===== config.mk =====
export PLATFORM = sky130hd
export DESIGN_NAME = console_io_port_block
export DESIGN_NICKNAME = d
export VERILOG_FILES = /design/src/rtl/core/cioport_pkg.sv /design/src/rtl/core/cioport_in_stage.sv /design/src/rtl/core/cioport_fifo.sv /design/src/rtl/core/cioport_core.sv /design/src/rtl/core/console_io_port_block.sv
export SDC_FILE = /design/constraint.sdc
export NUM_CORES = 1
export LEC_CHECK = 0
export BUFFER_PORTS_ARGS = -buffer_cell sky130_fd_sc_hd__buf_2
export CAP_MARGIN = 20
export CORE_MARGIN = 5
export CORE_UTILIZATION = 50
export CTS_CLUSTER_SIZE = 40
export DETAILED_ROUTE_END_ITERATION = 7
export GPL_ROUTABILITY_DRIVEN = 0
export GPL_TIMING_DRIVEN = 1
export PLACE_DENSITY = 0.66
export SLEW_MARGIN = 25
export SYNTH_ARGS = -nofsm -noshare
export SYNTH_HDL_FRONTEND = slang
export SYNTH_SLANG_ARGS = --single-unit
export TNS_END_PERCENT = 1

===== constraint.sdc =====
create_clock -name clk -period 3.2 [get_ports clk]
set_clock_uncertainty 0.05 [all_clocks]
set_input_delay 0.64 -clock clk [delete_from_list [all_inputs] [get_ports clk]]
set_output_delay 0.64 -clock clk [all_outputs]
set_load 0.005 [all_outputs]

===== src/rtl/core/cioport_pkg.sv =====
// Package of the console I/O port block: port codes, operation codes,
// word types and the byte lane helper. Depends on nothing.
`timescale 1ns / 1ps

package cioport_pkg;

	// Default depth of the GPU byte queue
	localparam int CIOP_FIFO_DEPTH = 16;

	// Operation codes
	localparam logic [1:0] OP_READ  = 2'd0;
	localparam logic [1:0] OP_WRITE = 2'd1;
	localparam logic [1:0] OP_TICK  = 2'd2;
	localparam logic [1:0] OP_VSYNC = 2'd3;

	// Port addresses
	localparam logic [7:0] PORT_KEYPAD  = 8'h80;
	localparam logic [7:0] PORT_TIMER   = 8'h81;
	localparam logic [7:0] PORT_VSYNC   = 8'h82;
	localparam logic [7:0] PORT_ADDR_LO = 8'hb0;
	localparam logic [7:0] PORT_ADDR_HI = 8'hb1;
	localparam logic [7:0] PORT_FLUSH   = 8'hc0;
	localparam logic [7:0] PORT_GPU     = 8'hc1;
	localparam logic [7:0] PORT_PER_LO  = 8'he0;
	localparam logic [7:0] PORT_PER_HI  = 8'he5;
	localparam logic [7:0] PORT_VOL_LO  = 8'hf0;
	localparam logic [7:0] PORT_VOL_HI  = 8'hf5;

	// Wait cycles charged per access
	localparam logic [5:0] WAIT_KEYPAD = 6'd32;
	localparam logic [5:0] WAIT_SOUND  = 6'd16;

	// Widths of the stream words
	localparam int IN_DATA_W  = 24;
	localparam int OUT_DATA_W = 56;

	// One input word
	typedef struct packed {
		logic [1:0] op;
		logic [7:0] port;
		logic [7:0] wdata;
		logic [7:0] buttons;
	} item_t;

	// One result word, apart from the queue read data
	typedef struct packed {
		logic [7:0]  rdata;
		logic [5:0]  wait_added;
		logic        flush_pulse;
		logic        sound_update;
		logic [1:0]  sound_channel;
		logic [15:0] sound_period;
		logic [15:0] sound_volume;
		logic        restart_count;
		logic        fifo_dropped;
	} result_t;

	// Queue requests from the port logic
	typedef struct packed {
		logic       push;
		logic       pop;
		logic [7:0] wdata;
	} fifo_req_t;

	// Queue status toward the port logic
	typedef struct packed {
		logic empty;
		logic full;
	} fifo_stat_t;

	// Replace the low byte on an even port, the high byte on an odd port
	function automatic logic [15:0] lane_write(input logic [15:0] old, input logic odd,
			input logic [7:0] data);
		logic [15:0] merged;
		merged = odd ? {data, old[7:0]} : {old[15:8], data};
		return merged;
	endfunction

endpackage


===== src/rtl/core/cioport_in_stage.sv =====
// Input register of the console I/O port block.
// Depends on cioport_pkg for the item type.
`timescale 1ns / 1ps

module cioport_in_stage import cioport_pkg::*; (
	input  logic  clk,
	input  logic  arst_n,
	input  logic  in_valid,
	output logic  in_ready,
	input  item_t in_item,
	input  logic  advance,
	output logic  valid_s1,
	output item_t item_s1
);

	logic take;

	// Take a word when the stage is empty or drains this cycle
	assign in_ready = !valid_s1 || advance;
	assign take     = in_valid && in_ready;

	always_ff @(posedge clk or negedge arst_n) begin
		if (!arst_n) begin
			valid_s1 <= 1'b0;
		end else if (in_ready) begin
			valid_s1 <= in_valid;
		end
	end

	// Hold the payload until the next word comes in
	always_ff @(posedge clk) begin
		if (take) begin
			item_s1 <= in_item;
		end
	end

endmodule


===== src/rtl/core/cioport_fifo.sv =====
// GPU byte queue of the console I/O port block: circular buffer in a
// memory array with a registered read port. Depends on cioport_pkg.
`timescale 1ns / 1ps

module cioport_fifo import cioport_pkg::*; #(
	parameter int FIFO_DEPTH = CIOP_FIFO_DEPTH
) (
	input  logic       clk,
	input  logic       arst_n,
	input  fifo_req_t  req,
	output fifo_stat_t stat,
	output logic [7:0] rd_data
);

	localparam int PtrW = (FIFO_DEPTH > 1) ? $clog2(FIFO_DEPTH) : 1;
	localparam int CntW = $clog2(FIFO_DEPTH + 1);

	logic [7:0]      mem [FIFO_DEPTH];
	logic [PtrW-1:0] head_q;
	logic [PtrW-1:0] tail_q;
	logic [CntW-1:0] count_q;

	assign stat.empty = (count_q == '0);
	assign stat.full  = (count_q == CntW'(FIFO_DEPTH));

	// Advance pointers and the fill count
	always_ff @(posedge clk or negedge arst_n) begin
		if (!arst_n) begin
			head_q  <= '0;
			tail_q  <= '0;
			count_q <= '0;
		end else if (req.push) begin
			tail_q  <= (tail_q == PtrW'(FIFO_DEPTH - 1)) ? '0 : tail_q + 1'b1;
			count_q <= count_q + 1'b1;
		end else if (req.pop) begin
			head_q  <= (head_q == PtrW'(FIFO_DEPTH - 1)) ? '0 : head_q + 1'b1;
			count_q <= count_q - 1'b1;
		end
	end

	// Write at the tail, read the head into the data register
	always_ff @(posedge clk) begin
		if (req.push) begin
			mem[tail_q] <= req.wdata;
		end
		if (req.pop) begin
			rd_data <= mem[head_q];
		end
	end

endmodule


===== src/rtl/core/cioport_core.sv =====
// Port decode and register file of the console I/O port block: tick
// counter, one-shot timer, vsync flag, address and sound registers.
// Depends on cioport_pkg.
`timescale 1ns / 1ps

module cioport_core import cioport_pkg::*; (
	input  logic       clk,
	input  logic       arst_n,
	input  item_t      item,
	input  logic       fire,
	input  fifo_stat_t fstat,
	output fifo_req_t  freq,
	output result_t    res
);

	logic [31:0] tick_q;
	logic [31:0] target_q;
	logic        vsync_q;
	logic [15:0] addr_q;
	logic [15:0] period_q [3];
	logic [15:0] volume_q [3];

	logic        is_read;
	logic        is_write;
	logic        per_wr;
	logic        vol_wr;
	logic [1:0]  ch;
	logic [15:0] per_new;
	logic [15:0] vol_new;
	logic        expired;

	// Decode the word
	always_comb begin
		is_read  = (item.op == OP_READ);
		is_write = (item.op == OP_WRITE);
		per_wr   = is_write && (item.port inside {[PORT_PER_LO:PORT_PER_HI]});
		vol_wr   = is_write && (item.port inside {[PORT_VOL_LO:PORT_VOL_HI]});
		ch       = item.port[2:1];
		per_new  = per_wr ? lane_write(period_q[ch], item.port[0], item.wdata) : 16'd0;
		vol_new  = vol_wr ? lane_write(volume_q[ch], item.port[0], item.wdata) : 16'd0;
		expired  = (tick_q >= target_q);
	end

	// Queue requests, taken only when the word moves on
	always_comb begin
		freq.push  = fire && is_write && (item.port == PORT_GPU) && !fstat.full;
		freq.pop   = fire && is_read && (item.port == PORT_GPU) && !fstat.empty;
		freq.wdata = item.wdata;
	end

	// Build the result word
	always_comb begin
		res = '0;
		if (is_read) begin
			case (item.port)
				PORT_KEYPAD: begin
					res.rdata      = item.buttons;
					res.wait_added = WAIT_KEYPAD;
				end
				PORT_TIMER: res.rdata = {7'd0, expired};
				PORT_VSYNC: res.rdata = {7'd0, vsync_q};
				default:    res.rdata = 8'd0;
			endcase
		end
		if (is_write) begin
			res.flush_pulse  = (item.port == PORT_FLUSH);
			res.fifo_dropped = (item.port == PORT_GPU) && fstat.full;
			if (per_wr || vol_wr) begin
				res.wait_added    = WAIT_SOUND;
				res.sound_update  = 1'b1;
				res.sound_channel = ch;
				res.sound_period  = per_wr ? per_new : period_q[ch];
				res.sound_volume  = vol_wr ? vol_new : volume_q[ch];
				res.restart_count = per_wr;
			end
		end
	end

	// Update the registers as the word leaves this stage
	always_ff @(posedge clk or negedge arst_n) begin
		if (!arst_n) begin
			tick_q   <= '0;
			target_q <= '0;
			vsync_q  <= 1'b0;
			addr_q   <= '0;
			for (int i = 0; i < 3; i++) begin
				period_q[i] <= '0;
				volume_q[i] <= '0;
			end
		end else if (fire) begin
			if (item.op == OP_TICK) begin
				tick_q <= tick_q + 32'd1;
			end
			if (item.op == OP_VSYNC) begin
				vsync_q <= 1'b1;
			end else if (is_read && item.port == PORT_VSYNC) begin
				vsync_q <= 1'b0;
			end
			if (is_write && item.port == PORT_TIMER) begin
				target_q <= tick_q + {24'd0, item.wdata} + 32'd1;
			end
			if (is_write && (item.port == PORT_ADDR_LO || item.port == PORT_ADDR_HI)) begin
				addr_q <= lane_write(addr_q, item.port[0], item.wdata);
			end
			if (per_wr) begin
				period_q[ch] <= per_new;
			end
			if (vol_wr) begin
				volume_q[ch] <= vol_new;
			end
		end
	end

endmodule


===== src/rtl/core/console_io_port_block.sv =====
// Console I/O port block: top level with the input stage, port logic,
// GPU byte queue and the result register.
// Depends on cioport_pkg, cioport_in_stage, cioport_core, cioport_fifo.
//
// Usage:
//   s_axis carries one word per access: tuser holds the operation (read,
//   write, tick, vsync), tdata holds port, write byte and pad buttons.
//   m_axis returns exactly one result word per input word, in order:
//   read byte, wait cycles, flush strobe, sound update, queue drop flag.
//   When the output is free, an accepted word goes through the input
//   register and then the result register, which raises m_axis_tvalid.
//   Throughput is one word per cycle while the receiver takes every
//   result; the port logic between the two registers is a single decode,
//   32-bit add and compare.
//   Reset clears the tick counter, timer, vsync flag, address and sound
//   registers and empties the queue; no clearing pass is needed.
//   When the receiver stalls, the result word holds, the input register
//   fills, and s_axis_tready drops until the result is taken.
`timescale 1ns / 1ps

module console_io_port_block import cioport_pkg::*; #(
	parameter int FIFO_DEPTH = CIOP_FIFO_DEPTH
) (
	input  logic                  clk,
	input  logic                  arst_n,
	input  logic                  s_axis_tvalid,
	output logic                  s_axis_tready,
	// [7:0] port, [15:8] wdata, [23:16] buttons
	input  logic [IN_DATA_W-1:0]  s_axis_tdata,
	// [1:0] op
	input  logic [1:0]            s_axis_tuser,
	output logic                  m_axis_tvalid,
	input  logic                  m_axis_tready,
	// [7:0] rdata, [13:8] wait_added, [14] flush_pulse, [15] sound_update,
	// [17:16] sound_channel, [33:18] sound_period, [49:34] sound_volume,
	// [50] restart_count, [51] fifo_dropped, [55:52] zero
	output logic [OUT_DATA_W-1:0] m_axis_tdata
);

	item_t      in_item;
	item_t      item_s1;
	logic       valid_s1;
	logic       advance;
	logic       fire;
	fifo_req_t  freq;
	fifo_stat_t fstat;
	result_t    res;
	result_t    res_q;
	logic       fifo_sel_q;
	logic       out_valid_q;
	logic [7:0] fifo_rdata;
	logic [7:0] rdata_out;

	assign in_item.op      = s_axis_tuser;
	assign in_item.port    = s_axis_tdata[7:0];
	assign in_item.wdata   = s_axis_tdata[15:8];
	assign in_item.buttons = s_axis_tdata[23:16];

	// Move a word on when the result register is free or being read
	assign advance = !out_valid_q || m_axis_tready;
	assign fire    = valid_s1 && advance;

	cioport_in_stage u_in_stage (
		.clk      (clk),
		.arst_n   (arst_n),
		.in_valid (s_axis_tvalid),
		.in_ready (s_axis_tready),
		.in_item  (in_item),
		.advance  (advance),
		.valid_s1 (valid_s1),
		.item_s1  (item_s1)
	);

	cioport_core u_core (
		.clk    (clk),
		.arst_n (arst_n),
		.item   (item_s1),
		.fire   (fire),
		.fstat  (fstat),
		.freq   (freq),
		.res    (res)
	);

	cioport_fifo #(
		.FIFO_DEPTH (FIFO_DEPTH)
	) u_fifo (
		.clk     (clk),
		.arst_n  (arst_n),
		.req     (freq),
		.stat    (fstat),
		.rd_data (fifo_rdata)
	);

	// Result valid flag
	always_ff @(posedge clk or negedge arst_n) begin
		if (!arst_n) begin
			out_valid_q <= 1'b0;
		end else if (advance) begin
			out_valid_q <= valid_s1;
		end
	end

	// Result payload
	always_ff @(posedge clk) begin
		if (fire) begin
			res_q      <= res;
			fifo_sel_q <= freq.pop;
		end
	end

	// Take the read byte from the queue on a queue pop
	assign rdata_out     = fifo_sel_q ? fifo_rdata : res_q.rdata;
	assign m_axis_tvalid = out_valid_q;
	assign m_axis_tdata  = {4'd0, res_q.fifo_dropped, res_q.restart_count,
		res_q.sound_volume, res_q.sound_period, res_q.sound_channel,
		res_q.sound_update, res_q.flush_pulse, res_q.wait_added, rdata_out};

endmodule


Word-level counts from Yosys, hierarchy flattened --
Memories as Yosys holds them, arrays and structs flattened. A register that Yosys moved wholly into a read port is not among the register bits. Index checks and enable logic that the tools add are counted.
Word-level totals: memory bits (read-only) 0, output and inout bits 58, RAM bits 128, logic and storage cells 121, bits in latches 0, register bits 255, memories kept 1
Operators by class: multiplexer cells 31, shift-type cells 0, equality and inequality tests 11, div/mod/pow operators 0, magnitude comparators 7, $add $sub $neg 7, bitwise operators 2, reductions and logical operators 34, multiply operators 0
Memory list:
- u_fifo.mem | words 16, width 8, read ports 1, clocked after memory_dff 1, wr ports 1, RTL line cioport_fifo.sv:18 | logic [7:0] mem [FIFO_DEPTH];
Operators with widths (number):
- $mux 16 | 11
- $bwmux 48 | 2
- $add 32x1->32 const B | 2
- $bmux 16 s2 | 2
- $mux 44 | 1
- $eq 8x8->1 const B | 5
- $mux 36 | 1
- $add 32x8->32 | 1
- $demux 16 s2 | 1
- $ge 32x32->1 | 1
- $pmux 8 s3 | 1
- $mux 6 | 3
- $ge 8x8->1 const B | 2
- $le 8x8->1 const B | 2
- $logic_and 1x1->1 | 16
- $reduce_and 2->1 | 7
- $mux 5 | 2
- $add 4x1->4 const B | 2
- $eq 4x4->1 const B | 2
- $mux 4 | 2
- $mux 8 | 1
- $add 5x1->5 const B | 1
- $eq 5x5->1 const B | 1
- $logic_not 5->1 | 1
- 12 further kinds | 22

Logic depth before layout (Yosys ltp) --
word-level depth 9, depth in mapped cells 10, gate-level depth less buffers 9

Modules after synthesis --
A second synthesis with hierarchy kept.
Second synthesis, totals: cells, all modules 1510, area, all modules 18368.9 sq um
Modules (own cells, without submodules):
- cioport_core | cells an instance 1051, times used 1, seq. area each 4028.9 sq um, area each 9362.7 sq um
- cioport_fifo | cells an instance 314, times used 1, seq. area each 4409.2 sq um, area each 6040.8 sq um
- console_io_port_block | cells an instance 115, times used 1, seq. area each 1616.6 sq um, area each 2130.8 sq um
- cioport_in_stage | cells an instance 30, times used 1, seq. area each 805.8 sq um, area each 834.6 sq um

Worst setup path after synthesis --
Ideal clock, no wire load.
path type input -> register, from input port m_axis_tready, to register u_core.volume_q[16] in the netlist's numbering, buffers on the path 2, data arrival time 3.310 ns, library setup time 0.136 ns, cell stages on the path 7, required time 3.014 ns, slack -0.296 ns, cell sequence nand2b_1 > and2_1 > clkbuf_1 > nand4_1 > clkbuf_1 > nand2_1 > o21ai_0
On the way: cells in the longest elaborated chain, start to end 3
Ends and longest elaborated chain:
- from (decl) | RTL line console_io_port_block.sv:33 | input logic m_axis_tready,
- $logic_or 1x1->1 | RTL line console_io_port_block.sv:60 | assign advance = !out_valid_q || m_axis_tready;
- $logic_and 1x1->1 | RTL line console_io_port_block.sv:61 | assign fire = valid_s1 && advance;
- net fire | RTL line console_io_port_block.sv:44 | logic fire;
- $reduce_and 2->1 (no line)
- to (signal, indexed assignment) | RTL line cioport_core.sv:109 | volume_q[ch] <= vol_new;
- to (decl) | RTL line cioport_core.sv:21 | logic [15:0] volume_q [3];
The timed path passes the listed nets, and every way through them passes these cells. A chain may end at the register's enable or synchronous reset.

Worst setup path after layout --
from register u_core.tick_q[0], to register u_core.target_q[16]
On the way: cells in the longest elaborated chain, start to end 2
Ends and longest elaborated chain:
- from (decl) | RTL line cioport_core.sv:16 | logic [31:0] tick_q;
- from (signal assigned) | RTL line cioport_core.sv:92 | tick_q <= tick_q + 32'd1;
- $add 32x8->32 | RTL line cioport_core.sv:100 | target_q <= tick_q + {24'd0, item.wdata} + 32'd1;
- $add 32x1->32 | RTL line cioport_core.sv:100
- to (signal assigned) | RTL line cioport_core.sv:100
- to (decl) | RTL line cioport_core.sv:17 | logic [31:0] target_q;
Every way passes these cells.

==> flow_summary.yaml <==
critical_path:
  cp.required_ns: 3.61
  cp_max_fo: 6
  crit_type: "flop to flop"
  arrival_ns: 3.27
  cp-end-kind: "flop"
  max_stage_delay_ns: 0.67
  start_kind: "flop"
  critPathSlowestCell: "o21ai_0"
  path_cells: "inv_1 > ha_1 > inv_1 > fa_1 > a211oi_1 > o21ai_0 > o21ai_0 > or4_1 > o211ai_1"
power:
  total_power_uw: 11100
  p_per_area_mw_per_mm2: 548
  peakVddDrop_mv: 0.433
  p_leak_uw: 0.00800
flow_run:
  max_cap_viol_count: 0
routing:
  drt_iter0_drc: 892
  drtPass1Iterations: 6
  top_layer: "met4"
  post_drt_wl_per_cell_um: 20.2
  routed_wl_um: 41800
  met1Wirelength_um: 19500
  route.met3.wl_um: 2520
  via_per_inst: 5.71
  drc: 0
  vias: 11800
  dr_wl_met2_um: 18900
  ant_nets: 0
yosys:
  yosysTopAreaCell: "edfxtp_1"
  yosysUniqueCellTypes: 69
  synth-seq-cells: 386
  synth_most_common_cell: "edfxtp_1"
  synth.area.top_cells: "edfxtp_1, dfrtp_1, o21ai_0"
  syn_area_mm2: 0.0181
  synth_common_cells: "edfxtp_1, o21ai_0, dfrtp_1, nand2_1, mux2i_1"
  syn_inst: 1525
  yosys_warnings: 0
  synth_top_flop_cell: "edfxtp_1"
  synthArstFlopShare_pct: 45.6
  ys_seq_area_share_pct: 59.0
  synth_enable_flop_cells: 210
  synth_top_area_share_pct: 34.8
  syn_avg_cell_area_um2: 11.9
global_route:
  grt_overflow_total: 0
  grt_pass1_vias: 11800
  antenna_found_initial: 3
  grt_max_degree: 65
  grt_pass1_wl_um: 66900
  grtUsageTotal_pct: 20.7
timing:
  setup-tns-final_ns: 0
  setup_ws_ns: 0.337
  period_share_pct: 89.5
  min_period_ns: 2.86
  report.final.slew_viol_count: 0
  worst_pin_slew_ns: 0.851
  slew_headroom_pct: 43.0
  rsz0062_at_grt: "no"
  hold_violations: 0
  fmax_mhz: 349
  finalSetupViolCount: 0
clock_network:
  cts-resized-gates: 0
  clk-insertion-delay-late_ns: 0.55
  clk_path_buf_depth: 3
  clk_pin_slew_ns: 0.07
  cts.sinks: 386
  hold_buffers: 0
  cts-htree-levels: 2
  cts-root-buf: "clkbuf_16"
  post-cts-setup-buffer-count: 0
  cts_tree: "yes"
  numCtsBuffers: 41
final_layout:
  seqCellArea_mm2: 0.0107
  final_area_mm2: 0.0203
  drive_above_1_share_pct: 16.6
  multi_input_area_mm2: 0.00661
  syn2layout_area_growth_pct: 11.9
  nFillCells: 2983
  layout.nets: 1655
  antennaDiodeCount: 0
floorplan:
  start_util_pct: 50.9
  row_count: 69
  ios: 88
  die_y_um: 200
  die_x_um: 200
  dieArea_mm2: 0.0402
  design.core.area_mm2: 0.0357
place:
  portBuffers: 79
  place_area_mm2: 0.0189
  pre_cts_slack_ns: 0.367
  dp_hpwl_um: 28300
status:
  status: "completed"
worst_hold_path:
  worstHoldPathType: "primary input to asynchronous set/reset pin"
-- report_power, final --
group          switching [µW]  total (µW)  internal, µW
logic                     467         745           278
registers                99.0        5480          5380
clock network            1970        4900          2940
total                    2530       11100          8590
-- final cells by class --
| cell class | instances | share of cell area [%] |
|---|---|---|
| Sequential cell | 386 | 52.7 |
| Multi-Input combinational cell | 971 | 32.6 |
| Clock buffer | 49 | 5.55 |
| Timing Repair Buffer | 128 | 4.04 |
| Tap cell | 461 | 2.84 |
| Clock inverter | 27 | 1.41 |
| Inverter | 46 | 0.850 |
-- cell usage in the layout (no fill, tap or decap), types with 31 or more instances in the layout --
master	instances
mux2i_1	58
dfrtp_1	175
xnor2_1	36
a21oi_1	37
o21ai_0	179
ha_1	49
nand2_1	176
clkbuf_16	42
inv_1	45
edfxtp_1	210
buf_2	78
buf_4	45
nor2_1	56
mux2_2	31
-- stage by stage --
stage | util [%] | hold slack [ns] | cells
after floorplan | - | 0.294 | 1532
after global placement | 53.0 | 0.410 | 1992
after detailed placement | 53.0 | 0.419 | 1992
after CTS | 57.0 | 0.0415 | 2068
after global routing | 57.0 | 0.0664 | 2068
final | 57.0 | 0.0300 | 2068
-- sequential cells by signal, summed over array words and instances (netlist names) --
| name | count |
|---|---|
| fifo_sel_q | 1 |
| m_axis_tdata | 39 |
| m_axis_tvalid | 1 |
| res_q | 8 |
| u_core.period_q | 48 |
| u_core.target_q | 32 |
| u_core.tick_q | 32 |
| u_core.volume_q | 48 |
| u_core.vsync_q | 1 |
| u_fifo.count_q | 5 |
| u_fifo.head_q | 4 |
| u_fifo.mem | 128 |
| u_fifo.rd_data | 8 |
| u_fifo.tail_q | 4 |
| u_in_stage.item_s1 | 26 |
| u_in_stage.valid_s1 | 1 |
-- worst max-delay path: cells and delay by family (launching register included) --
family	cells	cell delay, ns
flip-flops	1	0.43
AO/OA/AOI/OAI	4	1.16
AND/OR/NAND/NOR	1	0.53
buffers and inverters	2	0.16
adder cells (fa/ha/maj)	2	0.44
-- cell families (layout without fill, tap and decap cells) --
group	Yosys count	count (layout)	synth area share (%)
AND/OR/NAND/NOR	414	414	11.6
adder cells (fa/ha/maj)	51	51	3.60
other	1	8	0.0207
flip-flops	386	386	59.0
buffers and inverters	175	250	4.74
AO/OA/AOI/OAI	340	340	11.3
XOR/XNOR	53	53	2.56
multiplexers	105	105	7.11
-- routing by layer --
metal,global-route usage (%),vias to the layer above
li1,-,5619
met1,30.8,5814
met2,31.6,304
met3,3.91,61
met4,5.41,0
met5,0,-
-- final timing paths --
| check | from | end | slack, ns | cells after the start |
|---|---|---|---|---|
| min in group clk | s_axis_tdata[5] | u_in_stage.item_s1[21] | 0.22 | 1 |
| max | u_core.tick_q[0] | u_core.target_q[16] | 0.34 | 9 |
| min reg2reg | u_core.volume_q[45] | u_core.volume_q[45] | 0.42 | 2 |
| min | arst_n | u_core.tick_q[25] | 0.03 | 1 |
| max reg2reg | u_core.tick_q[0] | u_core.target_q[16] | 0.34 | 9 |
| max in group asynchronous | arst_n | u_core.target_q[1] | 2.31 | 2 |
(Power assumes the default switching activity.)
